<file path="src/ata_pkg.sv">
// ----------------------------------------------------------------------------
// ata_pkg
// Shared types and constants for the ATA PIO LBA28 host sequencer.
// ----------------------------------------------------------------------------
package ata_pkg;

  localparam int SECTOR_WORDS = 256;
  localparam int MODEL_WORDS  = 20;
  localparam int MODEL_FIRST  = 27;
  localparam int SECT_LO_WORD = 60;
  localparam int SECT_HI_WORD = 61;
  localparam logic [19:0] POLL_BUDGET_RESET = 20'd1000000;

  typedef enum logic [2:0] {
    F_IDENTIFY = 3'd0, F_READ = 3'd1, F_WRITE = 3'd2, F_REPLY = 3'd3, F_WORD = 3'd4
  } func_t;

  typedef enum logic [2:0] {
    K_BUS_WR = 3'd0, K_BUS_RD = 3'd1, K_SECTOR = 3'd2, K_NEED_WR = 3'd3,
    K_MODEL = 3'd4, K_DONE = 3'd5
  } kind_t;

  typedef enum logic [2:0] {
    ST_OK = 3'd0, ST_ABSENT = 3'd1, ST_RANGE = 3'd2, ST_DEVERR = 3'd3,
    ST_TIMEOUT = 3'd4, ST_NODEV = 3'd5, ST_NOTATA = 3'd6
  } status_t;

  typedef enum logic [4:0] {
    PH_IDLE, PH_ID_SETTLE, PH_ID_FIRST, PH_ID_NB, PH_ID_MID, PH_ID_HI,
    PH_ID_DRQ, PH_ID_DATA, PH_RW_NB, PH_RW_SETTLE, PH_RW_DRQ, PH_RD_DATA,
    PH_RD_SETTLE, PH_WR_DATA, PH_WR_FLUSH,
    // emission sequencing phases
    PH_SEQ, PH_MODEL_SCAN, PH_MODEL_OUT
  } phase_t;

  // one result transaction
  typedef struct packed {
    logic [2:0]  kind;
    logic        control_block;
    logic [2:0]  reg_offset;
    logic        wide;
    logic [15:0] word;
    logic [2:0]  status;
    logic [31:0] sector_count;
    logic        last;
  } result_t;

  // controller -> datapath commands
  typedef struct packed {
    logic        clear_id;      // identify start
    logic        latch_req;     // take lba / op
    logic        op_write;
    logic        clr_poll;
    logic        inc_poll;
    logic        clr_settle;
    logic        inc_settle;
    logic        clr_index;
    logic        inc_index;
    logic        store_word;    // identify data word capture
    logic        scan_start;
    logic        scan_step;
    logic        out_clr;
    logic        out_step;
    logic        set_present;
  } dp_cmd_t;

  // datapath -> controller status
  typedef struct packed {
    logic        present;
    logic        range_bad;
    logic        poll_exhausted;   // poll_count+1 >= budget
    logic        budget_zero;
    logic        settle_done;      // settle_count >= 3
    logic        index_last;       // word_index == SECTOR_WORDS-1
    logic        scan_busy_space;  // current scanned byte is space
    logic        scan_done;
    logic        out_last;
  } dp_stat_t;

endpackage

</file>
<file path="src/ata_datapath.sv">
// ----------------------------------------------------------------------------
// ata_datapath
// Counters, latched request, sector total and model store with trim scan.
// ----------------------------------------------------------------------------
module ata_datapath (
  input  logic                 clk,
  input  logic                 rst,
  input  ata_pkg::dp_cmd_t     cmd,
  input  logic [47:0]          lba,
  input  logic [15:0]          data,
  input  logic [19:0]          poll_budget,
  output ata_pkg::dp_stat_t    stat,
  output logic [27:0]          latched_lba,
  output logic                 op_is_write,
  output logic [31:0]          total_sectors,
  output logic [15:0]          model_word
);
  import ata_pkg::*;

  logic        drive_present;
  logic [19:0] poll_count;
  logic [1:0]  settle_count;
  logic [8:0]  word_index;
  logic [15:0] model_store [MODEL_WORDS];
  logic [5:0]  trim_len;     // bytes kept (0..40)
  logic [5:0]  scan_pos;     // byte under test, counts down
  logic [4:0]  out_idx;
  logic [15:0] scan_word;
  logic [7:0]  scan_byte;
  logic [4:0]  store_idx;
  logic [4:0]  oi1, oi0;

  // hold control counters
  always_ff @(posedge clk) begin
    if (rst) begin
      drive_present <= 1'b0;
      total_sectors <= '0;
      poll_count    <= '0;
      settle_count  <= '0;
      word_index    <= '0;
      op_is_write   <= 1'b0;
      latched_lba   <= '0;
      scan_pos      <= '0;
      trim_len      <= '0;
      out_idx       <= '0;
    end else begin
      if (cmd.clear_id) begin
        drive_present <= 1'b0;
        total_sectors <= '0;
      end
      if (cmd.set_present) drive_present <= 1'b1;
      if (cmd.latch_req) begin
        latched_lba <= lba[27:0];
        op_is_write <= cmd.op_write;
      end
      if (cmd.clr_poll) poll_count <= '0;
      else if (cmd.inc_poll) poll_count <= poll_count + 20'd1;
      if (cmd.clr_settle) settle_count <= '0;
      else if (cmd.inc_settle) settle_count <= settle_count + 2'd1;
      if (cmd.clr_index) word_index <= '0;
      else if (cmd.inc_index) word_index <= word_index + 9'd1;
      if (cmd.store_word) begin
        if (word_index == 9'(SECT_LO_WORD)) total_sectors[15:0]  <= data;
        if (word_index == 9'(SECT_HI_WORD)) total_sectors[31:16] <= data;
      end
      // trim scan walks down from the last byte
      if (cmd.scan_start) begin
        scan_pos <= 6'(2 * MODEL_WORDS - 1);
        trim_len <= 6'(2 * MODEL_WORDS);
      end else if (cmd.scan_step) begin
        trim_len <= trim_len - 6'd1;
        scan_pos <= scan_pos - 6'd1;
      end
      if (cmd.out_clr) out_idx <= '0;
      else if (cmd.out_step) out_idx <= out_idx + 5'd1;
    end
  end

  // write model words
  assign store_idx = 5'(word_index - 9'(MODEL_FIRST));
  always_ff @(posedge clk) begin
    if (cmd.store_word && word_index >= 9'(MODEL_FIRST) &&
        word_index < 9'(MODEL_FIRST + MODEL_WORDS))
      model_store[store_idx] <= data;
  end

  // read for scan and output
  assign scan_word = model_store[5'(scan_pos >> 1)];
  assign scan_byte = scan_pos[0] ? scan_word[7:0] : scan_word[15:8];
  always_comb begin
    logic [15:0] w;
    w  = model_store[out_idx];
    oi1 = out_idx;
    oi0 = out_idx;
    model_word = w;
    if ({oi1, 1'b0} >= trim_len) model_word[15:8] = 8'h00;
    if ({oi0, 1'b1} >= trim_len) model_word[7:0]  = 8'h00;
  end

  always_comb begin
    stat.present         = drive_present;
    stat.range_bad       = (lba >= {16'd0, total_sectors}) || (lba[47:28] != '0);
    stat.poll_exhausted  = (poll_count + 20'd1) >= poll_budget;
    stat.budget_zero     = (poll_budget == '0);
    stat.settle_done     = (settle_count == 2'd3);
    stat.index_last      = (word_index == 9'(SECTOR_WORDS - 1));
    stat.scan_busy_space = (scan_byte == 8'h20);
    stat.scan_done       = (trim_len == '0);
    stat.out_last        = (out_idx == 5'(MODEL_WORDS - 1));
  end
endmodule

</file>
<file path="src/ata_ctrl.sv">
// ----------------------------------------------------------------------------
// ata_ctrl
// Protocol state machine: decodes input transactions and emits results, one
// per cycle unless stalled or trimming, from a short queue of pending accesses.
// ----------------------------------------------------------------------------
module ata_ctrl (
  input  logic                 clk,
  input  logic                 rst,
  input  logic                 in_valid,
  output logic                 in_stall,
  input  logic [2:0]           func,
  input  logic [15:0]          data,
  input  ata_pkg::dp_stat_t    stat,
  input  logic [27:0]          latched_lba,
  input  logic                 op_is_write,
  input  logic [31:0]          total_sectors,
  input  logic [15:0]          model_word,
  output ata_pkg::dp_cmd_t     cmd,
  output logic                 res_valid,
  input  logic                 res_stall,
  output ata_pkg::result_t     res
);
  import ata_pkg::*;

  // A pending sequence is a list of up to 7 results, each from a small code
  typedef enum logic [3:0] {
    E_WR_DEVSEL, E_WR_ZERO2, E_WR_ZERO3, E_WR_ZERO4, E_WR_ZERO5, E_WR_IDCMD,
    E_RD_STATUS, E_RD_ALT, E_RD_MID, E_RD_HI, E_RD_DATA,
    E_WR_CNT, E_WR_L0, E_WR_L1, E_WR_L2, E_WR_RWCMD
  } ecode_t;

  typedef enum logic [1:0] { T_NONE, T_EXTRA_DONE, T_NEED_WR, T_MODEL } tail_t;

  phase_t      phase, phase_next;      // protocol phase after the sequence
  phase_t      run;                    // PH_IDLE or emitting
  ecode_t      seq [7];
  logic [2:0]  seq_len, seq_pos;
  tail_t       tail;
  status_t     done_st;
  logic        done_flag;              // sequence ends in done
  logic        flush_pending;          // write word emitted first
  logic        pass_word_valid;
  logic [15:0] pass_word;
  logic        pass_sector;

  // next-sequence decision
  ecode_t      nseq [7];
  logic [2:0]  nlen;
  logic        ndone;
  status_t     nst;
  tail_t       ntail;
  logic        npass, npass_sector, nfire;
  logic [7:0]  b;
  logic        accept;
  logic        pok, pfail_dev, pfail_to, pstill;

  assign b = data[7:0];
  assign in_stall = (run != PH_IDLE);
  assign accept = in_valid && !in_stall;

  // poll resolution for current reply
  always_comb begin
    logic drq;
    drq = (phase == PH_ID_DRQ) || (phase == PH_RW_DRQ);
    pok = 1'b0; pfail_dev = 1'b0;
    if (drq) begin
      if ((b & 8'h21) != 0) pfail_dev = 1'b1;
      else if (!b[7] && b[3]) pok = 1'b1;
    end else if (!b[7]) begin
      if ((b & 8'h21) != 0) pfail_dev = 1'b1;
      else pok = 1'b1;
    end
    pfail_to = !pok && !pfail_dev && stat.poll_exhausted;
    pstill   = !pok && !pfail_dev && !stat.poll_exhausted;
  end

  // next state and command decode
  always_comb begin
    phase_next = phase;
    cmd = '0;
    for (int i = 0; i < 7; i++) nseq[i] = E_RD_STATUS;
    nlen = '0; ndone = 1'b0; nst = ST_OK; ntail = T_NONE;
    npass = 1'b0; npass_sector = 1'b0; nfire = 1'b0;
    if (accept) begin
      nfire = 1'b1;
      if (phase == PH_IDLE) begin
        unique case (func)
          F_IDENTIFY: begin
            cmd.clear_id = 1'b1; cmd.clr_settle = 1'b1;
            nseq[0] = E_WR_DEVSEL; nseq[1] = E_RD_ALT; nlen = 3'd2;
            phase_next = PH_ID_SETTLE;
          end
          F_READ, F_WRITE: begin
            if (!stat.present) begin ndone = 1'b1; nst = ST_ABSENT; end
            else if (stat.range_bad) begin ndone = 1'b1; nst = ST_RANGE; end
            else begin
              cmd.latch_req = 1'b1; cmd.op_write = (func == F_WRITE);
              cmd.clr_poll = 1'b1;
              if (stat.budget_zero) begin ndone = 1'b1; nst = ST_TIMEOUT; end
              else begin nseq[0] = E_RD_STATUS; nlen = 3'd1; phase_next = PH_RW_NB; end
            end
          end
          default: nfire = 1'b0;
        endcase
      end else if (phase == PH_WR_DATA) begin
        if (func == F_WORD) begin
          npass = 1'b1; cmd.inc_index = 1'b1;
          if (stat.index_last) begin
            cmd.clr_poll = 1'b1;
            nseq[0] = E_WR_RWCMD; // flush command, word chosen below
            if (stat.budget_zero) begin nlen = 3'd1; ndone = 1'b1; nst = ST_TIMEOUT; end
            else begin nseq[1] = E_RD_STATUS; nlen = 3'd2; phase_next = PH_WR_FLUSH; end
          end
        end else nfire = 1'b0;
      end else if (func == F_REPLY) begin
        unique case (phase)
          PH_ID_SETTLE, PH_RW_SETTLE, PH_RD_SETTLE: begin
            if (!stat.settle_done) begin
              cmd.inc_settle = 1'b1; nseq[0] = E_RD_ALT; nlen = 3'd1;
            end else if (phase == PH_ID_SETTLE) begin
              nseq[0] = E_WR_ZERO2; nseq[1] = E_WR_ZERO3; nseq[2] = E_WR_ZERO4;
              nseq[3] = E_WR_ZERO5; nseq[4] = E_WR_IDCMD; nseq[5] = E_RD_STATUS;
              nlen = 3'd6; phase_next = PH_ID_FIRST;
            end else if (phase == PH_RW_SETTLE) begin
              cmd.clr_poll = 1'b1;
              nseq[0] = E_WR_CNT; nseq[1] = E_WR_L0; nseq[2] = E_WR_L1;
              nseq[3] = E_WR_L2; nseq[4] = E_WR_RWCMD;
              if (stat.budget_zero) begin nlen = 3'd5; ndone = 1'b1; nst = ST_TIMEOUT; end
              else begin nseq[5] = E_RD_STATUS; nlen = 3'd6; phase_next = PH_RW_DRQ; end
            end else begin
              ndone = 1'b1; nst = ST_OK;
            end
          end
          PH_ID_FIRST: begin
            cmd.clr_poll = 1'b1;
            if (b == 8'h00 || b == 8'hFF) begin ndone = 1'b1; nst = ST_NODEV; end
            else if (stat.budget_zero) begin ndone = 1'b1; nst = ST_TIMEOUT; end
            else begin nseq[0] = E_RD_STATUS; nlen = 3'd1; phase_next = PH_ID_NB; end
          end
          PH_ID_MID, PH_ID_HI: begin
            if (b != 0) begin ndone = 1'b1; nst = ST_NOTATA; end
            else if (phase == PH_ID_MID) begin
              nseq[0] = E_RD_HI; nlen = 3'd1; phase_next = PH_ID_HI;
            end else begin
              cmd.clr_poll = 1'b1;
              if (stat.budget_zero) begin ndone = 1'b1; nst = ST_TIMEOUT; end
              else begin nseq[0] = E_RD_STATUS; nlen = 3'd1; phase_next = PH_ID_DRQ; end
            end
          end
          PH_ID_NB, PH_ID_DRQ, PH_RW_NB, PH_RW_DRQ, PH_WR_FLUSH: begin
            cmd.inc_poll = 1'b1;
            if (pfail_dev) begin ndone = 1'b1; nst = ST_DEVERR; end
            else if (pfail_to) begin ndone = 1'b1; nst = ST_TIMEOUT; end
            else if (pstill) begin nseq[0] = E_RD_STATUS; nlen = 3'd1; end
            else begin
              unique case (phase)
                PH_ID_NB: begin nseq[0] = E_RD_MID; nlen = 3'd1; phase_next = PH_ID_MID; end
                PH_ID_DRQ: begin
                  cmd.clr_index = 1'b1;
                  nseq[0] = E_RD_DATA; nlen = 3'd1; phase_next = PH_ID_DATA;
                end
                PH_RW_NB: begin
                  cmd.clr_settle = 1'b1;
                  nseq[0] = E_WR_DEVSEL; nseq[1] = E_RD_ALT; nlen = 3'd2;
                  phase_next = PH_RW_SETTLE;
                end
                PH_RW_DRQ: begin
                  cmd.clr_index = 1'b1;
                  if (op_is_write) begin ntail = T_NEED_WR; phase_next = PH_WR_DATA; end
                  else begin nseq[0] = E_RD_DATA; nlen = 3'd1; phase_next = PH_RD_DATA; end
                end
                default: begin ndone = 1'b1; nst = ST_OK; end
              endcase
            end
          end
          PH_ID_DATA: begin
            cmd.store_word = 1'b1; cmd.inc_index = 1'b1;
            if (!stat.index_last) begin nseq[0] = E_RD_DATA; nlen = 3'd1; end
            else begin
              cmd.scan_start = 1'b1; cmd.out_clr = 1'b1;
              ntail = T_MODEL; ndone = 1'b1; nst = ST_OK;
            end
          end
          PH_RD_DATA: begin
            npass = 1'b1; npass_sector = 1'b1; cmd.inc_index = 1'b1;
            if (!stat.index_last) begin nseq[0] = E_RD_DATA; nlen = 3'd1; end
            else begin
              cmd.clr_settle = 1'b1; nseq[0] = E_RD_ALT; nlen = 3'd1;
              phase_next = PH_RD_SETTLE;
            end
          end
          default: begin nfire = 1'b0; phase_next = PH_IDLE; end
        endcase
      end else nfire = 1'b0;
      if (ndone) phase_next = PH_IDLE;
    end
    // trim scan and model output run while emitting
    if (run == PH_MODEL_SCAN && !stat.scan_done && stat.scan_busy_space)
      cmd.scan_step = 1'b1;
    if (run == PH_MODEL_OUT && res_valid && !res_stall) begin
      cmd.out_step = 1'b1;
      if (stat.out_last) cmd.set_present = 1'b1;
    end
  end

  // items emitted for the current sequence, in order:
  // pass word, then seq entries, then tail, then done
  always_ff @(posedge clk) begin
    if (rst) begin
      phase <= PH_IDLE;
      run   <= PH_IDLE;
      seq_len <= '0; seq_pos <= '0;
      tail <= T_NONE; done_flag <= 1'b0; done_st <= ST_OK;
      pass_word_valid <= 1'b0; pass_sector <= 1'b0;
      flush_pending <= 1'b0;
    end else begin
      phase <= phase_next;
      if (nfire) begin
        for (int i = 0; i < 7; i++) seq[i] <= nseq[i];
        seq_len <= nlen; seq_pos <= '0;
        tail <= ntail; done_flag <= ndone; done_st <= nst;
        pass_word_valid <= npass; pass_sector <= npass_sector;
        pass_word <= data;
        flush_pending <= (phase == PH_WR_DATA);
        if (npass || nlen != 0 || ntail != T_NONE || ndone) run <= PH_SEQ;
      end else if (run == PH_SEQ && res_valid && !res_stall) begin
        if (pass_word_valid) pass_word_valid <= 1'b0;
        else if (seq_pos != seq_len) seq_pos <= seq_pos + 3'd1;
        else if (tail == T_NEED_WR) tail <= T_NONE;
        else if (done_flag) done_flag <= 1'b0;
        if (res.last) run <= PH_IDLE;
      end else if (run == PH_SEQ && tail == T_MODEL && !pass_word_valid &&
                   seq_pos == seq_len) begin
        run <= PH_MODEL_SCAN;
      end else if (run == PH_MODEL_SCAN) begin
        if (stat.scan_done || !stat.scan_busy_space) run <= PH_MODEL_OUT;
      end else if (run == PH_MODEL_OUT && res_valid && !res_stall) begin
        if (stat.out_last) begin tail <= T_NONE; run <= PH_SEQ; end
      end
    end
  end

  // result output
  always_comb begin
    ecode_t e;
    logic   more;
    e = seq[seq_pos];
    more = 1'b0;
    res = '0;
    res_valid = 1'b0;
    if (run == PH_MODEL_OUT) begin
      res_valid = 1'b1;
      res.kind = K_MODEL;
      res.word = model_word;
    end else if (run == PH_SEQ) begin
      if (pass_word_valid) begin
        res_valid = 1'b1;
        if (pass_sector) res.kind = K_SECTOR;
        else begin res.kind = K_BUS_WR; res.wide = 1'b1; end
        res.word = pass_word;
        more = (seq_len != 0) || tail != T_NONE || done_flag;
      end else if (seq_pos != seq_len) begin
        res_valid = 1'b1;
        unique case (e)
          E_WR_DEVSEL: begin
            res.reg_offset = 3'd6;
            res.word = (phase == PH_ID_SETTLE) ? 16'h00A0
                                               : {8'h00, 4'hE, latched_lba[27:24]};
          end
          E_WR_ZERO2: res.reg_offset = 3'd2;
          E_WR_ZERO3: res.reg_offset = 3'd3;
          E_WR_ZERO4: res.reg_offset = 3'd4;
          E_WR_ZERO5: res.reg_offset = 3'd5;
          E_WR_IDCMD: begin res.reg_offset = 3'd7; res.word = 16'h00EC; end
          E_WR_CNT:   begin res.reg_offset = 3'd2; res.word = 16'h0001; end
          E_WR_L0:    begin res.reg_offset = 3'd3; res.word = {8'h00, latched_lba[7:0]}; end
          E_WR_L1:    begin res.reg_offset = 3'd4; res.word = {8'h00, latched_lba[15:8]}; end
          E_WR_L2:    begin res.reg_offset = 3'd5; res.word = {8'h00, latched_lba[23:16]}; end
          E_WR_RWCMD: begin
            res.reg_offset = 3'd7;
            res.word = flush_pending ? 16'h00E7 : (op_is_write ? 16'h0030 : 16'h0020);
          end
          E_RD_STATUS: begin res.kind = K_BUS_RD; res.reg_offset = 3'd7; end
          E_RD_ALT:    begin res.kind = K_BUS_RD; res.control_block = 1'b1; end
          E_RD_MID:    begin res.kind = K_BUS_RD; res.reg_offset = 3'd4; end
          E_RD_HI:     begin res.kind = K_BUS_RD; res.reg_offset = 3'd5; end
          E_RD_DATA:   begin res.kind = K_BUS_RD; res.wide = 1'b1; end
          default: ;
        endcase
        more = (seq_pos + 3'd1 != seq_len) || tail != T_NONE || done_flag;
      end else if (tail == T_NEED_WR) begin
        res_valid = 1'b1; res.kind = K_NEED_WR; more = done_flag;
      end else if (tail == T_NONE && done_flag) begin
        res_valid = 1'b1; res.kind = K_DONE; res.status = done_st;
        res.sector_count = total_sectors; more = 1'b0;
      end else more = 1'b1;
      res.last = res_valid && !more;
    end
  end
endmodule

</file>
<file path="src/ata_pio_host_sequencer.sv">
// ----------------------------------------------------------------------------
// ata_pio_host_sequencer
// ATA PIO LBA28 host sequencer for the primary master drive.
// ----------------------------------------------------------------------------
// Each input transaction (request, bus read reply or client word) yields its
// result transactions one per cycle while out_stall is low (the trim scan
// pauses them), the last marked by last; the input is stalled until the final
// result is taken. Identify completion trims trailing spaces (up to 40) from
// the model string before the 20 model words and done. poll_budget is at
// address 0.
module ata_pio_host_sequencer (
  input  logic        clk,
  input  logic        rst,
  input  logic        in_valid,
  output logic        in_stall,
  input  logic [2:0]  func,
  input  logic [47:0] lba,
  input  logic [15:0] data,
  output logic        out_valid,
  input  logic        out_stall,
  output logic [2:0]  kind,
  output logic        control_block,
  output logic [2:0]  reg_offset,
  output logic        wide,
  output logic [15:0] word,
  output logic [2:0]  status,
  output logic [31:0] sector_count,
  output logic        last,
  input  logic        psel,
  input  logic        penable,
  input  logic        pwrite,
  input  logic [1:0]  paddr,
  input  logic [31:0] pwdata,
  output logic [31:0] prdata,
  output logic        pready
);
  import ata_pkg::*;

  dp_cmd_t     cmd;
  dp_stat_t    stat;
  result_t     res;
  logic [19:0] poll_budget;
  logic [27:0] latched_lba;
  logic        op_is_write;
  logic [31:0] total_sectors;
  logic [15:0] model_word;

  // config register
  assign pready = 1'b1;
  always_ff @(posedge clk) begin
    if (rst) poll_budget <= POLL_BUDGET_RESET;
    else if (psel && penable && pwrite && paddr == 2'd0) poll_budget <= pwdata[19:0];
  end
  assign prdata = (paddr == 2'd0) ? {12'd0, poll_budget} : 32'd0;

  ata_datapath u_dp (
    .clk, .rst, .cmd, .lba, .data, .poll_budget, .stat,
    .latched_lba, .op_is_write, .total_sectors, .model_word
  );

  ata_ctrl u_ctrl (
    .clk, .rst, .in_valid, .in_stall, .func, .data, .stat, .latched_lba,
    .op_is_write, .total_sectors, .model_word, .cmd,
    .res_valid(out_valid), .res_stall(out_stall), .res
  );

  assign kind          = res.kind;
  assign control_block = res.control_block;
  assign reg_offset    = res.reg_offset;
  assign wide          = res.wide;
  assign word          = res.word;
  assign status        = res.status;
  assign sector_count  = res.sector_count;
  assign last          = res.last;
endmodule

</file>
<file path="config.mk">
export PLATFORM = sky130hd
export DESIGN_NAME = ata_pio_host_sequencer
export DESIGN_NICKNAME = d
export VERILOG_FILES = /design/src/ata_pkg.sv /design/src/ata_datapath.sv /design/src/ata_ctrl.sv /design/src/ata_pio_host_sequencer.sv
export SDC_FILE = /design/constraint.sdc
export NUM_CORES = 1
export LEC_CHECK = 0
export ABC_AREA = 1
export BUFFER_PORTS_ARGS = -buffer_cell sky130_fd_sc_hd__buf_2
export CAP_MARGIN = 0
export CORE_UTILIZATION = 45
export CTS_CLUSTER_SIZE = 30
export DETAILED_ROUTE_END_ITERATION = 8
export SLEW_MARGIN = 20
export SYNTH_ARGS = -nofsm -noshare
export SYNTH_HDL_FRONTEND = slang
export SYNTH_SLANG_ARGS = --single-unit
</file>
<file path="constraint.sdc">
create_clock -name clk -period 4.51 [get_ports clk]
set_input_delay 1.1275 -clock clk [delete_from_list [all_inputs] [get_ports clk]]
set_output_delay 1.1275 -clock clk [all_outputs]
set_load 0.05 [all_outputs]
</file>
==> impl_metrics.yaml <==
global_route:
  gr-total-overflow: 0
  grt_usage_pct: 27.81
  antenna_found_initial: 0
  grt_pass1_vias: 21930
  grt_pass1_wl_um: 126500
  grt_max_degree: 90
logic_synthesis:
  synth_edf_count: 348
  yosysUniqueCellTypes: 60
  synth_cells: 3094
  yosys_warnings: 0
  ys_seq_elements: 508
  async_reset_ff_share_pct: 0
  seq_area_frac_synth_pct: 52.16
  synth-main-ff-cell: "edfxtp_1"
  syn_area_per_cell_sq_um: 8.461
  syn_area_sq_um: 26180
route:
  wl_per_cell_um: 20.48
  finalWirelength_um: 83640
  via_count: 22980
  ant_nets: 0
  drcViolationCount: 0
  drt_iter0_drc: 2232
  vias_per_cell: 5.628
  dr.pass1.iters: 8
cells_and_area:
  final_util_pct: 51.99
  synthToLayoutAreaGrowth_pct: 14.36
  nNetsFinal: 3451
  layoutNonFillerInstCount: 4083
  antenna_cells: 0
  layout_commonest_cell: "nand2_1"
  drive_above_1_share_pct: 12.27
  final_cell_mix: "nand2_1 (520), nor2_1 (445), inv_1 (368), edfxtp_1 (348), o21ai_0 (249)"
pwr:
  ir_drop_mv: 0.3299
  switching_share_pct: 25.80
  p_comb_share_pct: 9.4
  p_leak_nw: 12.01
  sequentialPowerShare_pct: 48.0
  p_int_mw: 7.833
  pwr-share-clk_pct: 42.6
  power_density_nw_per_um2: 352.6
  p_total_mw: 10.56
  p_switching_mw: 2.723
setup_path:
  required_ns: 3.38
  path_common_cell: "nand2_1"
  rrSetupSlack_ns: 0.48
  regToRegStartpoint: "u_dp.poll_count[1]$_SDFFE_PP0P_"
  crit_fanout: 7
  cp-start-kind: "flip-flop"
  worstRegToRegCells: 28
  rr_endpoint: "u_ctrl.phase[1]$_SDFFE_PP0P_"
  path_class: "flip-flop to primary output"
  slowest_delay_ns: 0.38
  crit_chain: "nor2_1, inv_1, o221ai_2, nand2_1, nor2_2, inv_1, o22ai_1, nor2_1, nand2_1, nand2_1, nand2_1, buf_2"
  endpoint: "word[0]"
  crit_path_top_delay_cell: "dfxtp_1"
  cp-end-kind: "primary output"
  crit_arrival_ns: 3.22
place:
  port_buffers: 177
  hpwl_um: 57640
  place_inst: 3979
  place.gp.congestion: 0.9804
  pre_cts_ws_ns: 0.3016
worst_hold_path:
  worst_hold_path_type: "flip-flop to flip-flop"
floorplanning:
  io_pins: 203
  initial_utilization_pct: 45.46
  die_y_um: 243.2
  core_sq_um: 57590
  die_w_um: 243.2
  die_area_sq_um: 59140
  num_rows: 88
timing:
  finalClockSkew_ns: 0.02758
  finalMaxSlewViolations: 0
  slew_headroom_pct: 36.18
  worst_slew_pin_slew_ns: 0.9559
  fin_crit_sh_pct: 96.34
  report.final.setup_viol: 0
  setup_tns_ns: 0
  fin_crit_ns: 4.345
  worst_slack_ns: 0.1652
  hold_viol: 0
  fmax_ghz: 0.2302
clock_network:
  cts_root_buffer: "clkbuf_16"
  clk_pin_slew_worst_paths_ns: 0.06
  cts.sink_count: 508
  clock_latency_ns: 0.63
  cts_htree_levels: 2
  numCtsBuffers: 54
  cts_buffer_depth: 3
  cts_tree: "built"
job:
  cap_violations: 0
run_status:
  outcome: "finished clean"
sequential cells by signal, indices dropped and copies added (netlist names), 2 cells and up, named ones only:
register	flops
u_ctrl.phase	4
u_ctrl.pass_word	16
u_ctrl.seq_len	3
u_dp.trim_len	6
u_dp.settle_count	2
u_dp.total_sectors	32
u_dp.latched_lba	28
u_dp.poll_count	20
u_ctrl.run	3
u_dp.word_index	9
u_dp.oi0	5
u_dp.model_store	320
u_ctrl.seq_pos	3
u_ctrl.tail	2
u_ctrl.done_st	3
u_dp.scan_pos	6
u_ctrl.seq	12
poll_budget	20
what timing repair did:
item	CTS	global route
hold endpoints to repair	0	0
buffers inserted	1	1
gates resized for setup	5	16
setup endpoints to repair	8	13
hold buffers	0	0
pin swaps	0	1
final cells by class:
type / instances / area (sq um)
Clock buffer: 78 / 1568
Clock inverter: 24 / 226.5
Fill cell: 5435 / 27650
Inverter: 389 / 1461
Multi-Input combinational cell: 2071 / 10580
Sequential cell: 508 / 13660
Tap cell: 765 / 957.2
Timing Repair Buffer: 248 / 1483
cells by family (layout without fill, tap and decap cells):
group                      Yosys count  in the layout  synth area share (%)
AOI/OAI and AO/OA                  679            679                 14.91
xor gates and xnor gates            34             34                 1.138
adders and majority gates           71             71                 3.394
buffers and inverters              526            739                 7.896
DFF                                508            508                 52.16
muxes                                1              1               0.03824
other                                2             13               0.02869
and+or+nand+nor                   1273           1273                 20.44
worst max-delay path: cells and delay by family (launching register included):
kind	cells	cell delay, ns
compound gates	2	0.53
simple gates	7	1.13
buf+inv	3	0.56
flops	1	0.38
synthesized netlist by cell type, types with 17 or more instances:
cell type    n  area, sq um
inv_2       17        63.81
a31oi_1     18        112.6
a211oi_1    60        450.4
xor2_1      28        245.2
nor3_1      42        210.2
inv_1      369         1385
nor2_1     451         1693
nand3_1    172        860.8
o211ai_1    22        165.2
nand2_1    520         1952
o21ai_0    251         1256
buf_4       20        150.1
a21oi_1    232         1161
edfxtp_1   348        10450
dfxtp_1    160         3203
ha_1        71        888.4
o31ai_1     18        135.1
nand4_1     35        219.0
clkbuf_1    94        352.8
metrics by stage:
| step | area (sq um) | hold slack [ns] |
|---|---|---|
| after floorplan | 26220 | 0.4338 |
| after CTS | 29860 | 0.4594 |
| after global placement | 28040 | 0.4451 |
| after detailed placement | 28050 | 0.4455 |
| final | 29940 | 0.4562 |
| after global routing | 29940 | 0.4842 |
how the worst min path moves through the flow:
stage	slack, ns	start	cells after the start	endpoint
after floorplan	0.43	u_dp.latched_lba[21]$_SDFFE_PP0P_	2	u_dp.latched_lba[21]$_SDFFE_PP0P_
after global placement	0.45	u_dp.latched_lba[18]$_SDFFE_PP0P_	2	u_dp.latched_lba[18]$_SDFFE_PP0P_
after detailed placement	0.45	u_dp.latched_lba[12]$_SDFFE_PP0P_	2	u_dp.latched_lba[12]$_SDFFE_PP0P_
after CTS	0.46	u_dp.latched_lba[12]$_SDFFE_PP0P_	2	u_dp.latched_lba[12]$_SDFFE_PP0P_
after global routing	0.48	u_dp.latched_lba[16]$_SDFFE_PP0P_	2	u_dp.latched_lba[16]$_SDFFE_PP0P_
final	0.46	u_dp.latched_lba[12]$_SDFFE_PP0P_	2	u_dp.latched_lba[12]$_SDFFE_PP0P_
power groups by stage:
stage,Combinational (mW),Sequential (mW),Clock (mW)
floorplan,0.616,5.16,0
global placement,0.962,5.17,0
detailed placement,0.968,5.17,0
CTS,0.971,5.07,4.56
global route,1.07,5.08,4.75
finish,0.990,5.07,4.50
metal layers:
| metal | track usage (%) | share of wire (%) |
|---|---|---|
| met2 | 45.60 | 46 |
| met1 | 36.66 | 42 |
| met4 | 11.84 | 3.9 |
| met3 | 3.981 | 7.5 |
| met5 | 0 | 0 |
(Power assumes the default switching activity.)
